[src/pxd_pkg.sv]
// Shared types, constants and helper functions for the password XOR byte decryptor.
package pxd_pkg;

  localparam int MAX_PASSWORD_CHARS = 16;
  localparam int POSITION_BITS      = 32;
  localparam int CHAR_W             = 8;
  localparam int CHAR_IDX_W         = (MAX_PASSWORD_CHARS > 1) ? $clog2(MAX_PASSWORD_CHARS) : 1;
  localparam int LEN_W              = 5;
  localparam int REM_W              = CHAR_IDX_W;
  localparam int CFG_DATA_W         = 64;
  localparam int CFG_IDX_W          = 3;
  localparam int PW_BITS            = 2 * CFG_DATA_W;
  localparam int CHK_W              = 16;
  localparam int CNT_W              = $clog2(POSITION_BITS);
  localparam int STEP_W             = 2;

  localparam logic [CHAR_W-1:0] CHAR_LOWER_A = 8'h61;
  localparam logic [CHAR_W-1:0] CHAR_LOWER_Z = 8'h7a;
  localparam logic [CHAR_W-1:0] CASE_DELTA   = 8'h20;

  // Configuration register indexes.
  localparam logic [CFG_IDX_W-1:0] REG_PW_LOW  = 3'd0;
  localparam logic [CFG_IDX_W-1:0] REG_PW_HIGH = 3'd1;
  localparam logic [CFG_IDX_W-1:0] REG_PW_LEN  = 3'd2;
  localparam logic [CFG_IDX_W-1:0] REG_START   = 3'd3;

  // Microprogram step addresses.
  localparam logic [STEP_W-1:0] STEP_IDLE = 2'd0;
  localparam logic [STEP_W-1:0] STEP_DIV  = 2'd1;
  localparam logic [STEP_W-1:0] STEP_EMIT = 2'd2;

  typedef struct packed {
    logic [CHAR_W-1:0]        cipher_byte;
    logic [POSITION_BITS-1:0] file_position;
  } in_item_t;

  typedef struct packed {
    logic [CHAR_W-1:0] plain_byte;
    logic              was_decrypted;
    logic [CHK_W-1:0]  password_checksum;
  } out_item_t;

  typedef enum logic [1:0] {
    JMP_NEVER,
    JMP_IN_VALID,
    JMP_CNT_LAST,
    JMP_OUT_FREE
  } jcond_t;

  // One microinstruction.
  typedef struct packed {
    logic              take_in;
    logic              div_step;
    logic              emit;
    jcond_t            cond;
    logic [STEP_W-1:0] target;
  } ctrl_word_t;

  // Condition flags fed back from the datapath.
  typedef struct packed {
    logic in_valid;
    logic out_free;
  } seq_status_t;

  function automatic ctrl_word_t ucode_rom(input logic [STEP_W-1:0] step);
    ctrl_word_t w;
    w = '{take_in: 1'b0, div_step: 1'b0, emit: 1'b0, cond: JMP_NEVER, target: STEP_IDLE};
    unique case (step)
      STEP_IDLE: w = '{take_in: 1'b1, div_step: 1'b0, emit: 1'b0,
                       cond: JMP_IN_VALID, target: STEP_DIV};
      STEP_DIV:  w = '{take_in: 1'b0, div_step: 1'b1, emit: 1'b0,
                       cond: JMP_CNT_LAST, target: STEP_EMIT};
      STEP_EMIT: w = '{take_in: 1'b0, div_step: 1'b0, emit: 1'b1,
                       cond: JMP_OUT_FREE, target: STEP_IDLE};
      default:   w = '{take_in: 1'b0, div_step: 1'b0, emit: 1'b0,
                       cond: JMP_NEVER, target: STEP_IDLE};
    endcase
    return w;
  endfunction

  // Saturate the raw length register to the character capacity.
  function automatic logic [LEN_W-1:0] used_length(input logic [LEN_W-1:0] raw);
    logic [LEN_W-1:0] cap;
    cap = LEN_W'(MAX_PASSWORD_CHARS);
    return (raw > cap) ? cap : raw;
  endfunction

  // Pick one password character and upper-case a to z.
  function automatic logic [CHAR_W-1:0] upper_char(input logic [PW_BITS-1:0] pw,
                                                   input logic [CHAR_IDX_W-1:0] idx);
    logic [CHAR_W-1:0] c;
    c = pw[idx*CHAR_W +: CHAR_W];
    if (c >= CHAR_LOWER_A && c <= CHAR_LOWER_Z) begin
      c = c - CASE_DELTA;
    end
    return c;
  endfunction

endpackage

[src/password_xor_byte_decryptor_core.sv]
// Top level of the password XOR byte decryptor: config registers, datapath, output register.
//
//  channel   direction  handshake               payload
//  in        input      in_valid / in_ready     in_data   (cipher_byte, file_position)
//  out       output     out_valid / out_ready   out_data  (plain_byte, was_decrypted,
//                                                          password_checksum)
//  cfg       input      cfg_wr_en (no wait)     cfg_index, cfg_data
//
// Each transaction loads on the idle step, runs the restoring remainder unit over every
// position bit for (position - start) mod length, then emits on the emit step.
// The checksum fold over up to 16 characters runs alongside the remainder iterations.
// in_ready is high only on the idle step; the output register lets the next
// transaction enter while a finished result waits for out_ready.
// rst is synchronous, active high; it clears the config registers, the step counter
// and out_valid. The emit step holds until the output register is free.
module password_xor_byte_decryptor_core
  import pxd_pkg::*;
(
  input  logic                  clk,
  input  logic                  rst,
  input  logic                  in_valid,
  output logic                  in_ready,
  input  in_item_t              in_data,
  output logic                  out_valid,
  input  logic                  out_ready,
  output out_item_t             out_data,
  input  logic                  cfg_wr_en,
  input  logic [CFG_IDX_W-1:0]  cfg_index,
  input  logic [CFG_DATA_W-1:0] cfg_data
);

  // Configuration registers.
  logic [CFG_DATA_W-1:0]    pw_low;
  logic [CFG_DATA_W-1:0]    pw_high;
  logic [LEN_W-1:0]         pw_len;
  logic [POSITION_BITS-1:0] start_offset;

  // Per-transaction working registers.
  logic [CHAR_W-1:0]        byte_q;
  logic [CHAR_W-1:0]        mask_q;
  logic                     applied_q;
  logic [LEN_W-1:0]         len_q;
  logic [POSITION_BITS-1:0] dividend;
  logic [REM_W-1:0]         rem_q;
  logic [CHK_W-1:0]         chk_q;

  ctrl_word_t               ctrl;
  seq_status_t              status;
  logic [CNT_W-1:0]         cnt;

  logic [PW_BITS-1:0]       pw_all;
  logic [LEN_W-1:0]         len_used;
  logic                     in_acc;
  logic                     out_free;
  logic [REM_W:0]           rem_shift;
  logic [REM_W:0]           rem_sub;
  logic [CHAR_W-1:0]        key_char;
  logic [CHAR_W-1:0]        fold_char;
  out_item_t                result;

  assign pw_all   = {pw_high, pw_low};
  assign len_used = used_length(pw_len);
  assign in_ready = ctrl.take_in;
  assign in_acc   = in_valid && in_ready;
  assign out_free = !out_valid || out_ready;

  assign status.in_valid = in_valid;
  assign status.out_free = out_free;

  pxd_seq u_seq (
    .clk    (clk),
    .rst    (rst),
    .status (status),
    .ctrl   (ctrl),
    .cnt    (cnt)
  );

  // Config writes; unknown indexes are dropped.
  always_ff @(posedge clk) begin
    if (rst) begin
      pw_low       <= '0;
      pw_high      <= '0;
      pw_len       <= '0;
      start_offset <= '0;
    end else if (cfg_wr_en) begin
      case (cfg_index)
        REG_PW_LOW:  pw_low       <= cfg_data;
        REG_PW_HIGH: pw_high      <= cfg_data;
        REG_PW_LEN:  pw_len       <= cfg_data[LEN_W-1:0];
        REG_START:   start_offset <= cfg_data[POSITION_BITS-1:0];
        default:     ;
      endcase
    end
  end

  // One restoring-remainder iteration: shift in the next dividend bit, subtract if it fits.
  assign rem_shift = {rem_q, dividend[POSITION_BITS-1]};
  assign rem_sub   = rem_shift - (REM_W+1)'(len_q);
  assign fold_char = upper_char(pw_all, cnt[CHAR_IDX_W-1:0]);
  assign key_char  = upper_char(pw_all, rem_q);

  always_ff @(posedge clk) begin
    if (ctrl.take_in && in_acc) begin
      // Latch the byte and set up the remainder and checksum loops.
      byte_q    <= in_data.cipher_byte;
      len_q     <= len_used;
      applied_q <= (len_used != '0) && (in_data.file_position >= start_offset);
      dividend  <= in_data.file_position - start_offset;
      mask_q    <= CHAR_W'(len_used) + 8'd1
                   + in_data.file_position[CHAR_W-1:0] - start_offset[CHAR_W-1:0];
      rem_q     <= '0;
      chk_q     <= '0;
    end else if (ctrl.div_step) begin
      dividend <= {dividend[POSITION_BITS-2:0], 1'b0};
      rem_q    <= (rem_shift >= (REM_W+1)'(len_q)) ? rem_sub[REM_W-1:0]
                                                   : rem_shift[REM_W-1:0];
      // Fold one character per iteration while inside the used length.
      if ((REM_W+1)'(cnt) < (REM_W+1)'(len_q) && cnt < CNT_W'(MAX_PASSWORD_CHARS)) begin
        chk_q <= {chk_q[0], chk_q[CHK_W-1:1]} ^ {fold_char, 8'h00};
      end
    end
  end

  always_comb begin
    result.plain_byte        = applied_q ? (byte_q ^ key_char ^ mask_q) : byte_q;
    result.was_decrypted     = applied_q;
    result.password_checksum = chk_q;
  end

  // Output register: load on the emit step when free, drop valid once taken.
  always_ff @(posedge clk) begin
    if (rst) begin
      out_valid <= 1'b0;
    end else if (ctrl.emit && out_free) begin
      out_valid <= 1'b1;
    end else if (out_ready) begin
      out_valid <= 1'b0;
    end
  end

  always_ff @(posedge clk) begin
    if (ctrl.emit && out_free) begin
      out_data <= result;
    end
  end

endmodule

[src/pxd_seq.sv]
// Microprogram sequencer: step counter, control ROM and loop counter.
module pxd_seq
  import pxd_pkg::*;
(
  input  logic             clk,
  input  logic             rst,
  input  seq_status_t      status,
  output ctrl_word_t       ctrl,
  output logic [CNT_W-1:0] cnt
);

  logic [STEP_W-1:0] step;
  logic [STEP_W-1:0] step_next;
  logic [CNT_W-1:0]  cnt_next;
  logic              cnt_last;
  logic              jump;

  assign ctrl     = ucode_rom(step);
  assign cnt_last = (cnt == CNT_W'(POSITION_BITS - 1));

  always_comb begin
    unique case (ctrl.cond)
      JMP_IN_VALID: jump = status.in_valid;
      JMP_CNT_LAST: jump = cnt_last;
      JMP_OUT_FREE: jump = status.out_free;
      default:      jump = 1'b0;
    endcase
    step_next = jump ? ctrl.target : step;
  end

  // Count division iterations; clear whenever the loop is not running.
  always_comb begin
    cnt_next = ctrl.div_step ? (cnt + 1'b1) : '0;
  end

  always_ff @(posedge clk) begin
    if (rst) begin
      step <= STEP_IDLE;
      cnt  <= '0;
    end else begin
      step <= step_next;
      cnt  <= cnt_next;
    end
  end

endmodule

[config.mk]
export PLATFORM = sky130hd
export DESIGN_NAME = password_xor_byte_decryptor_core
export DESIGN_NICKNAME = d
export VERILOG_FILES = /design/src/pxd_pkg.sv /design/src/password_xor_byte_decryptor_core.sv /design/src/pxd_seq.sv
export SDC_FILE = /design/constraint.sdc
export NUM_CORES = 1
export LEC_CHECK = 0
export ABC_CLOCK_PERIOD_IN_PS = 3800
export BUFFER_PORTS_ARGS = -buffer_cell sky130_fd_sc_hd__buf_4
export CORE_MARGIN = 2
export CORE_UTILIZATION = 40
export DETAILED_ROUTE_END_ITERATION = 16
export SETUP_SLACK_MARGIN = 0.15
export SYNTH_ARGS = -nofsm -noshare
export SYNTH_HDL_FRONTEND = slang
export SYNTH_SLANG_ARGS = --single-unit
[constraint.sdc]
create_clock -name clk -period 3.8 [get_ports clk]
set_input_delay 0.76 -clock clk [delete_from_list [all_inputs] [get_ports clk]]
set_output_delay 0.76 -clock clk [all_outputs]
set_load 0.02 [all_outputs]
==> results of run 1 <==
-- report_power, final --
| part | switching, uW | internal [uW] |
|---|---|---|
| registers | 108 | 3150 |
| logic | 621 | 497 |
| clock network | 1210 | 1710 |
| total | 1940 | 5360 |
-- per-stage QoR --
stage                util  total power [uW]
floorplan               -              4050
global placement    0.447              4420
detailed placement  0.447              4440
CTS                 0.476              7360
global route        0.476              7600
finish              0.476              7300
-- state kept, by name, indices dropped and copies added, names as in the netlist, 4 cells and up --
register and cells:
pw_len 5, rem_q 4, dividend 32, mask_q 8, pw_high 64, chk_q 16, start_offset 32, u_seq.cnt 5
out_data 25, pw_low 64, len_q 5, byte_q 8
-- cell type report --
cell class / count / share of cell area
Multi-Input combinational cell: 1090 / 0.443
Sequential cell: 272 / 0.371
Timing Repair Buffer: 164 / 0.0769
Clock buffer: 43 / 0.0511
Tap cell: 461 / 0.0343
Inverter: 71 / 0.0158
Clock inverter: 13 / 0.00825
-- kinds of logic (layout without fill, tap and decap cells) --
kind of cell,Yosys count,after routing,share of synthesized area
flip-flops,272,272,0.435
buffers and inverters,167,291,0.0462
AO/OA/AOI/OAI,337,337,0.135
multiplexers,97,97,0.134
AND/OR/NAND/NOR,543,543,0.159
adder cells (fa/ha/maj),61,61,0.0580
XOR/XNOR,52,52,0.0318
-- per-layer routing --
| metal | wire length (um) | up-vias |
|---|---|---|
| met5 | 0 | - |
| met2 | 18000 | 416 |
| met1 | 17600 | 5556 |
| li1 | - | 5571 |
| met3 | 2660 | 83 |
| met4 | 1470 | 0 |
-- worst min path at each step --
stage	cells after the start	startpoint	slack (ns)	to
after floorplan	0	chk_q[1]$_SDFFE_PP0P_	0.43	out_data[1]$_DFFE_PP_
final	1	in_data[39]	0.39	byte_q[7]$_DFFE_PP_
after global routing	1	in_data[39]	0.36	byte_q[7]$_DFFE_PP_
after CTS	1	in_data[39]	0.35	byte_q[7]$_DFFE_PP_
after global placement	2	start_offset[31]$_SDFFE_PP0P_	0.44	start_offset[31]$_SDFFE_PP0P_
after detailed placement	0	chk_q[6]$_SDFFE_PP0P_	0.45	out_data[6]$_DFFE_PP_
-- worst reg2reg max path, cell delays in order, from the launching register on --
cell and delay [ns]:
dfxtp_2 0.46, buf_4 0.26, mux4_2 0.55, mux4_2 0.57, clkinv_1 0.09, or3_1 0.13
a21oi_2 0.06, nand2_2 0.13, mux2_4 0.30, or4_1 0.50
-- layout by cell type (no fill, tap or decap), types with 11 or more instances in the layout --
master     instances
nand2_1          386
a21oi_1          201
dfxtp_1          191
buf_4            159
edfxtp_1          79
mux4_2            73
inv_1             68
ha_1              52
nor2_1            46
o21ai_0           39
xnor2_1           34
clkbuf_16         30
nand3_1           21
a21o_1            20
nor3_1            19
mux2i_1           19
xor2_1            18
nand2b_1          14
o21bai_1          12
nor2b_1           11
==> key figures, run 1 <==
Job
  – Max-Cap Viols: 0

Yosys
  – Count leader, synth: nand2_1
  – Predominant post-synthesis flop cell: dfxtp_1
  – EDFF count, synth: 79
  – Synth top area share: 0.270
  – Sequential share of the synthesized area: 0.435
  – Warnings, synthesis: 0
  – Register bit total from synthesis: 272
  – Syn nets: 1702
  – Mapped Avg Cell Area: 9.38 sq um
  – Yosys cell types: 63
  – Yosys top cell by area: dfxtp_1
  – Synth async-reset ratio: 0
  – Cells after Synth: 1529
  – Post-synth top cells: 388 x nand2_1, 201 x a21oi_1, 193 x dfxtp_1
  – Synth area leaders: dfxtp_1 27%, edfxtp_1 17%, mux4_2 11%, nand2_1 10%, a21oi_1 7.0%
  – Syn Std Cell Area: 14300 sq um

Floorplanning
  – Initial Util: 0.405
  – Die width: 193 um
  – Die Y: 193 um
  – Core Box Area: 35400 sq um
  – Site row count: 69
  – I/O pin count: 139
  – Die ar.: 37400 sq um

Setup path
  – Worst setup SP type: register
  – Delay-heaviest family, CP: multiplexers
  – Critical Path End: out_data[24]$_DFFE_PP_
  – Critical-path top delay cell: mux4_2
  – Data required, critical path: 4.09 ns
  – Stages on worst setup path: 9
  – Slowest stage delay, CP: 0.57 ns
  – R2R Path Start: rem_q[0]$_SDFFE_PP0P_
  – Reg2reg path depth: 9
  – Most used cell, CP: mux4_2
  – CP Buf/Inv Count: 2
  – Critical path peak fanout: 9
  – Crit path from: rem_q[0]$_SDFFE_PP0P_
  – WS Path Type: register to register
  – Crit-path cells: buf_4, mux4_2, mux4_2, clkinv_1, or3_1, a21oi_2, nand2_2, mux2_4, or4_1
  – Critical Path End Type: register
  – RR Endpoint: out_data[24]$_DFFE_PP_
  – Setup slack, reg-to-reg: 0.47 ns
  – CP arrival: 3.62 ns

Global routing
  – Grt met2 use: 0.323
  – Global-route wire length before repair: 61800 um
  – Met1 Use GR: 0.289
  – Largest net degree at the start of global routing: 80
  – Global Route Usage Sum: 0.207
  – GRT met3 Usage: 0.0373
  – Vias in the first global route: 11100
  – Antenna violations before repair: 0
  – Gr ovfl total: 0
  – Most crowded layer after global routing: met2

Place
  – Dpl hpwl: 29300 um
  – Placed Instances: 2058
  – Placed instance area: 15800 sq um
  – Final GP Congestion: 0.908
  – IO Port Bufs: 138
  – Worst slack, placed: 0.262 ns

Timing
  – Fin. max-slew vios: 0
  – Final Cycle Share: 0.876
  – Setup ws final: 0.471 ns
  – Clock Skews: 0.0208 ns
  – Max_slew headroom: 0.288
  – Crit path time final: 3.33 ns
  – RSZ-0062 raised after global routing: no
  – Final setup fails: 0
  – Setup_tns: 0 ns
  – Maximum clock frequency: 300 MHz
  – Actual slew at the worst max-slew pin: 1.07 ns
  – Fin Hold WS: 0.386 ns
  – Final hold violations: 0

Clock network
  – Clk sink count: 272
  – Hold Buf Count CTS: 0
  – Clock buffer depth: 3
  – CTS tree: yes
  – Worst skew pair latency: 0.56 ns
  – Root Driver: clkbuf_16
  – Setup repair bufs after CTS: 0
  – TritonCTS buffer count: 30
  – # H-tree levels: 1
  – CTS clk-pin slew, worst paths: 0.06 ns
  – CTS resizes: 0

Drt
  – DRT Pass-1 Iters: 5
  – Vias: 11600
  – Vias/cell: 5.50
  – # DRC: 0
  – Initial DRC count: 946
  – Antenna viol nets, final: 0
  – Wire per inst: 18.8 um
  – Wirelength, routed: 39800 um

Power
  – Worst VDD drop: 334 uV
  – Static Leak: 0.00612 uW
  – Power density cells: 434 nW/um^2

Status
  – Status: finished, final reports clean

Finish
  – Share of cells above drive strength 1: 0.183
  – Sequential Area: 6240 sq um
  – Layout fillers: 3413
  – Ant diodes: 0
  – Layout area overhead: 17.4%
  – Area taken by multi-input logic gates: 7460 sq um
  – Layout Nets: 1802
  – Fin area: 16800 sq um
  – Finished Layout Cells: 2114

Hold path
  – Hold crit path type: input pin to register
No activity file was read; power rests on OpenSTA's default activity.
==> inputs of run 2 (changes only) <==
- RECOVER_POWER: unset -> 25
==> run 2 against run 1 <==
The flow now finishes with violations (capacitance limit, slew limit). Largest power group unchanged. Hold slack better by 0.023 ns. Utilization down 0.078 points. Global-route usage unchanged. Worst setup slack worse by 0.0062 ns. Critical endpoint unchanged. Power about the same. First-iteration DRC count up 6.8%. Clock skew up 0.0015 ns. Fmax down 0.19%. Final area down 0.16%. Register-to-register slack about the same.
==> key figures, run 2 (same netlist as run 1, synthesis figures left out) <==
Finish
  – Layout area overhead: 17.2% (was 17.4%)
  – Layout Nets: 1802 (unchanged)
  – Layout fillers: 3419 (was 3413)
  – Most frequent cells in the layout: 386 x nand2_1, 201 x a21oi_1, 191 x dfxtp_1, 148 x buf_4, 79 x edfxtp_1 (was 386 x nand2_1, 201 x a21oi_1, 191 x dfxtp_1, 159 x buf_4, 79 x edfxtp_1)
  – Top flop regs: pw_high: 64 flops, pw_low: 64 flops (unchanged)
  – Ant diodes: 0 (unchanged)
  – Finished Layout Cells: 2114 (unchanged)
  – Commonest non-fill, non-tap cell in the layout: nand2_1 (unchanged)
  – Share of cells above drive strength 1: 0.181 (was 0.183)

Setup path
  – Slowest stage delay, CP: 0.54 ns (was 0.57 ns)
  – Critical-path top delay cell: mux4_2 (unchanged)
  – Data required, critical path: 4.09 ns (about the same)
  – Delay-heaviest family, CP: simple AND/OR/NAND/NOR gates (was multiplexers)
  – CP arrival: 3.62 ns (about the same)
  – Critical path peak fanout: 7 (was 9)
  – CP Buf/Inv Count: 1 (was 2)
  – Critical Path End Type: register (unchanged)
  – Crit-path cells: buf_4, mux4_2, a22oi_1, nand2_1, nor3_1, a21oi_2, nand2_2, mux2_4, or4_1 (was buf_4, mux4_2, mux4_2, clkinv_1, or3_1, a21oi_2, nand2_2, mux2_4, or4_1)
  – Worst setup SP type: register (unchanged)
  – WS Path Type: register to register (unchanged)

Floorplanning
  – Initial Util: 0.405 (unchanged)
  – Core Box Area: 35400 sq um (unchanged)
  – I/O pin count: 139 (unchanged)
  – Die width: 193 um (unchanged)
  – Die ar.: 37400 sq um (unchanged)
  – Site row count: 69 (unchanged)
  – Die Y: 193 um (unchanged)

Timing
  – Final setup fails: 0 (unchanged)
  – Setup ws final: 0.465 ns (was 0.471 ns)
  – Max_slew headroom: -0.144 (was 0.288)
  – Fin. max-slew vios: 80 (was 0)
  – Clock Skews: 0.0223 ns (was 0.0208 ns)
  – Setup_tns: 0 ns (unchanged)
  – Actual slew at the worst max-slew pin: 1.72 ns (was 1.07 ns)
  – Maximum clock frequency: 300 MHz (about the same)
  – Crit path time final: 3.33 ns (about the same)
  – RSZ-0062 raised after global routing: no (unchanged)
  – Final Cycle Share: 0.878 (was 0.876)
  – Final hold violations: 0 (unchanged)

Global routing
  – Met1 Use GR: 0.289 (unchanged)
  – Vias in the first global route: 11100 (unchanged)
  – Antenna violations before repair: 0 (unchanged)
  – Global Route Usage Sum: 0.207 (unchanged)
  – Grt met2 use: 0.323 (unchanged)
  – Global-route wire length before repair: 61800 um (unchanged)
  – Most crowded layer after global routing: met2 (unchanged)
  – Gr ovfl total: 0 (unchanged)
  – Largest net degree at the start of global routing: 80 (unchanged)
  – GRT met3 Usage: 0.0373 (unchanged)

Power
  – Switching power: 1940 uW (about the same)
  – Power density cells: 434 nW/um^2 (about the same)
  – Seq pwr share: 0.447 (about the same)
  – Internal Power: 5360 uW (about the same)
  – Clk pwr share: 0.400 (about the same)
  – Static Leak: 0.00610 uW (was 0.00612 uW)
  – Switching share of total power: 0.265 (about the same)
  – Logic pwr share: 0.153 (about the same)
  – Worst VDD drop: 334 uV (about the same)

Place
  – Placed Instances: 2058 (unchanged)
  – Dpl hpwl: 29300 um (unchanged)
  – Worst slack, placed: 0.262 ns (unchanged)
  – IO Port Bufs: 138 (unchanged)
  – Final GP Congestion: 0.908 (unchanged)

Drt
  – Vias/cell: 5.47 (was 5.50)
  – Wire per inst: 18.8 um (about the same)
  – Wirelength, routed: 39700 um (was 39800 um)
  – Initial DRC count: 1010 (was 946)
  – DRT Pass-1 Iters: 5 (unchanged)
  – Antenna viol nets, final: 0 (unchanged)
  – Vias: 11600 (about the same)
  – # DRC: 0 (unchanged)

Clock network
  – CTS tree: yes (unchanged)
  – CTS resizes: 0 (unchanged)
  – Clk sink count: 272 (unchanged)
  – CTS clk-pin slew, worst paths: 0.06 ns (about the same)
  – Clock buffer depth: 3 (unchanged)
  – Setup repair bufs after CTS: 0 (unchanged)
  – TritonCTS buffer count: 30 (unchanged)
  – Root Driver: clkbuf_16 (unchanged)
  – Hold Buf Count CTS: 0 (unchanged)
  – Worst skew pair latency: 0.56 ns (about the same)
  – # H-tree levels: 1 (unchanged)

Status
  – Status: complete, but fails checks (was finished, final reports clean)
  – Failing checks: capacitance limit, slew limit

Job
  – Max-Cap Viols: 1 (was 0)

Hold path
  – Hold crit path type: input pin to register (unchanged)
run 2: cell count changes in the layout (fill, tap and decap cells not counted), sizes merged:
| cell | before | now |
|---|---|---|
| buf | 164 | 152 |
| clkbuf | 43 | 55 |
run 2: layout make-up:
| class | count | area (sq um) | share of cell area |
|---|---|---|---|
| Multi-Input combinational cell | 1090 | 7460 | 0.444 |
| Sequential cell | 272 | 6240 | 0.371 |
| Timing Repair Buffer | 164 | 1270 | 0.0755 |
| Clock buffer | 43 | 860 | 0.0511 |
| Tap cell | 461 | 577 | 0.0343 |
| Inverter | 71 | 267 | 0.0159 |
| Clock inverter | 13 | 139 | 0.00826 |
run 2: power groups by stage:
| stage | combinational [uW] | clock [uW] | sequential (uW) |
|---|---|---|---|
| after floorplan | 790 | 0 | 3260 |
| after global placement | 1100 | 0 | 3320 |
| after detailed placement | 1110 | 0 | 3320 |
| after CTS | 1120 | 2980 | 3260 |
| after global routing | 1220 | 3090 | 3280 |
| final | 1120 | 2920 | 3260 |
run 2: path summary, 6_finish.rpt:
| check | startpoint | to | slack, ns | depth (start not counted) |
|---|---|---|---|---|
| min | in_data[39] | byte_q[7]$_DFFE_PP_ | 0.41 | 1 |
| min reg2reg | start_offset[23]$_SDFFE_PP0P_ | start_offset[23]$_SDFFE_PP0P_ | 0.45 | 2 |
| max reg2reg | rem_q[1]$_SDFFE_PP0P_ | out_data[24]$_DFFE_PP_ | 0.47 | 9 |
| max | rem_q[1]$_SDFFE_PP0P_ | out_data[24]$_DFFE_PP_ | 0.47 | 9 |
run 2: worst register-to-register path: cells and delay by family (launching register included):
family | cells | cell delay [ns]
buffers and inverters | 1 | 0.24
AND/OR/NAND/NOR | 4 | 1.19
multiplexers | 2 | 0.84
AO/OA/AOI/OAI | 2 | 0.33
flip-flops | 1 | 0.46
run 2: layer usage:
metal / part of all wire / wire (um)
met1: 0.45 / 17700
met2: 0.46 / 18100
met3: 0.064 / 2550
met4: 0.035 / 1390
met5: 0 / 0
run 2: metrics by stage:
| stage | instance area [sq um] | util | hold slack, ns | total power, uW |
|---|---|---|---|---|
| floorplan | 14300 | - | 0.429 | 4050 |
| global placement | 15800 | 0.447 | 0.444 | 4420 |
| detailed placement | 15800 | 0.447 | 0.446 | 4440 |
| CTS | 16800 | 0.476 | 0.353 | 7360 |
| global route | 16800 | 0.475 | 0.386 | 7590 |
| finish | 16800 | 0.475 | 0.408 | 7300 |
==> inputs of run 3 (changes only) <==
- REMOVE_ABC_BUFFERS: unset -> 1
==> run 3 against run 2 <==
The flow still finishes with violations (capacitance limit, slew limit). Final area increased by 0.49%. Clock power grew 10%. Global-route usage decreased by 0.097 points. Utilization up 0.23 points. First-iteration DRC count down 4.6%. Combinational power about the same. Sequential cell count is the same. Clock skew decreased by 0.012 ns.
==> key figures, run 3 (same netlist as run 1, synthesis figures left out) <==
Setup path
  – Crit-path cells: clkbuf_1, clkbuf_4, nor2_1 (was buf_4, mux4_2, a22oi_1, nand2_1, nor3_1, a21oi_2, nand2_2, mux2_4, or4_1)
  – CP Buf/Inv Count: 2 (was 1)
  – Critical path peak fanout: 92 (was 7)
  – WS Path Type: input pin to register (was register to register)
  – Critical Path End Type: register (unchanged)
  – Slowest stage delay, CP: 1.69 ns (was 0.54 ns)
  – Data required, critical path: 4.20 ns (was 4.09 ns)
  – Critical-path top delay cell: clkbuf_1 (was mux4_2)
  – Worst setup SP type: input pin (was register)
  – Delay-heaviest family, CP: buffers and inverters (was simple AND/OR/NAND/NOR gates)
  – CP arrival: 3.84 ns (was 3.62 ns)

Floorplanning
  – Initial Util: 0.405 (unchanged)
  – Core Box Area: 35400 sq um (unchanged)
  – Die Y: 193 um (unchanged)
  – Die width: 193 um (unchanged)
  – I/O pin count: 139 (unchanged)
  – Die ar.: 37400 sq um (unchanged)
  – Site row count: 69 (unchanged)

Clock network
  – CTS clk-pin slew, worst paths: 0.06 ns (about the same)
  – CTS resizes: 0 (unchanged)
  – TritonCTS buffer count: 30 (unchanged)
  – Clk sink count: 272 (unchanged)
  – Root Driver: clkbuf_16 (unchanged)
  – # H-tree levels: 1 (unchanged)
  – Hold Buf Count CTS: 0 (unchanged)
  – Worst skew pair latency: 0.56 ns (about the same)
  – Setup repair bufs after CTS: 0 (unchanged)
  – CTS tree: yes (unchanged)
  – Clock buffer depth: 3 (unchanged)

Timing
  – Final setup fails: 0 (unchanged)
  – Final Cycle Share: 0.906 (was 0.878)
  – Actual slew at the worst max-slew pin: 2.58 ns (was 1.72 ns)
  – RSZ-0062 raised after global routing: no (unchanged)
  – Clock Skews: 0.0105 ns (was 0.0223 ns)
  – Max_slew headroom: -0.722 (was -0.144)
  – Setup ws final: 0.357 ns (was 0.465 ns)
  – Crit path time final: 3.44 ns (was 3.33 ns)
  – Setup_tns: 0 ns (unchanged)
  – Maximum clock frequency: 290 MHz (was 300 MHz)
  – Final hold violations: 0 (unchanged)
  – Fin. max-slew vios: 121 (was 80)

Status
  – Status: complete, but fails checks (unchanged)
  – Failing checks: capacitance limit, slew limit (unchanged)

Place
  – Placed instance area: 15800 sq um (about the same)
  – IO Port Bufs: 138 (unchanged)
  – Dpl hpwl: 28500 um (was 29300 um)
  – Final GP Congestion: 0.895 (was 0.908)
  – Worst slack, placed: 0.167 ns (was 0.262 ns)

Job
  – Max-Cap Viols: 2 (was 1)

Global routing
  – Global Route Usage Sum: 0.206 (was 0.207)
  – Antenna violations before repair: 0 (unchanged)
  – Largest net degree at the start of global routing: 93 (was 80)
  – Global-route wire length before repair: 61800 um (about the same)
  – Gr ovfl total: 0 (unchanged)
  – Vias in the first global route: 11100 (about the same)

Finish
  – Layout fillers: 3401 (was 3419)
  – Layout Nets: 1798 (was 1802)
  – Fin area: 16900 sq um (was 16800 sq um)
  – Sequential Area: 6240 sq um (unchanged)
  – Post-layout util: 0.477 (was 0.475)
  – Ant diodes: 0 (unchanged)
  – Commonest non-fill, non-tap cell in the layout: nand2_1 (unchanged)
  – Area taken by multi-input logic gates: 7460 sq um (about the same)
  – Share of cells above drive strength 1: 0.179 (was 0.181)
  – Top flop regs: pw_high: 64 flops, pw_low: 64 flops (unchanged)
  – Most frequent cells in the layout: 386 x nand2_1, 201 x a21oi_1, 191 x dfxtp_1, 143 x buf_4, 79 x edfxtp_1 (was 386 x nand2_1, 201 x a21oi_1, 191 x dfxtp_1, 148 x buf_4, 79 x edfxtp_1)
  – Layout area overhead: 17.8% (was 17.2%)

Power
  – Static Leak: 0.00614 uW (was 0.00610 uW)
  – Switching power: 1920 uW (was 1940 uW)
  – Seq pwr share: 0.430 (was 0.447)
  – Worst VDD drop: 364 uV (was 334 uV)
  – Switching share of total power: 0.253 (was 0.265)
  – Power density cells: 450 nW/um^2 (was 434 nW/um^2)
  – Clk pwr share: 0.424 (was 0.400)
  – Internal Power: 5670 uW (was 5360 uW)
  – Logic pwr share: 0.146 (was 0.153)

Drt
  – Vias: 11600 (about the same)
  – # DRC: 0 (unchanged)
  – Vias/cell: 5.50 (was 5.47)
  – Wirelength, routed: 39400 um (was 39700 um)
  – Initial DRC count: 964 (was 1010)
  – DRT Pass-1 Iters: 5 (unchanged)
  – Wire per inst: 18.7 um (was 18.8 um)
  – Antenna viol nets, final: 0 (unchanged)

Hold path
  – Hold crit path type: input pin to register (unchanged)
run 3: final timing paths:
path                                                     from                             to  slack [ns]  cells past startpoint
worst max register to register          rem_q[0]$_SDFFE_PP0P_         out_data[24]$_DFFE_PP_        0.37                      9
worst min-delay path                              in_data[35]            byte_q[3]$_DFFE_PP_        0.41                      1
worst max-delay path                                      rst         pw_len[1]$_SDFFE_PP0P_        0.36                      3
worst min register to register  start_offset[14]$_SDFFE_PP0P_  start_offset[14]$_SDFFE_PP0P_        0.46                      2
run 3: per-layer routing:
layer | vias up | GRT usage | part of all wire
met2 | 337 | 0.340 | 0.47
met1 | 5638 | 0.285 | 0.45
met5 | - | 0 | 0
met4 | 0 | 0.0557 | 0.026
li1 | 5563 | - | -
met3 | 61 | 0.0274 | 0.056
run 3: power by group through the flow:
stage | Combinational (uW) | Sequential [uW] | Clock (uW)
final | 1110 | 3270 | 3220
after global routing | 1210 | 3280 | 3380
after CTS | 1110 | 3270 | 3270
after detailed placement | 1110 | 3330 | 0
after global placement | 1090 | 3320 | 0
after floorplan | 661 | 3340 | 0
run 3: worst register-to-register path: stages, from the launching register on:
cell and delay, ns:
dfxtp_2 0.45, buf_4 0.42, mux4_2 0.58, a22oi_1 0.20, nand2_1 0.16, nor3_1 0.28
a21oi_2 0.11, nand2_2 0.14, mux2_4 0.31, or4_1 0.52
run 3: final cells by class:
class	count	area share
Clock buffer	44	0.0575
Clock inverter	9	0.00867
Inverter	71	0.0158
Multi-Input combinational cell	1090	0.442
Sequential cell	272	0.369
Tap cell	461	0.0342
Timing Repair Buffer	160	0.0728
run 3: metrics by stage:
| step | power (uW) | std cells | hold WS, ns |
|---|---|---|---|
| after floorplan | 4000 | 1433 | 0.429 |
| after global placement | 4410 | 2054 | 0.443 |
| after detailed placement | 4430 | 2054 | 0.444 |
| after CTS | 7650 | 2107 | 0.360 |
| after global routing | 7880 | 2107 | 0.391 |
| final | 7590 | 2107 | 0.411 |
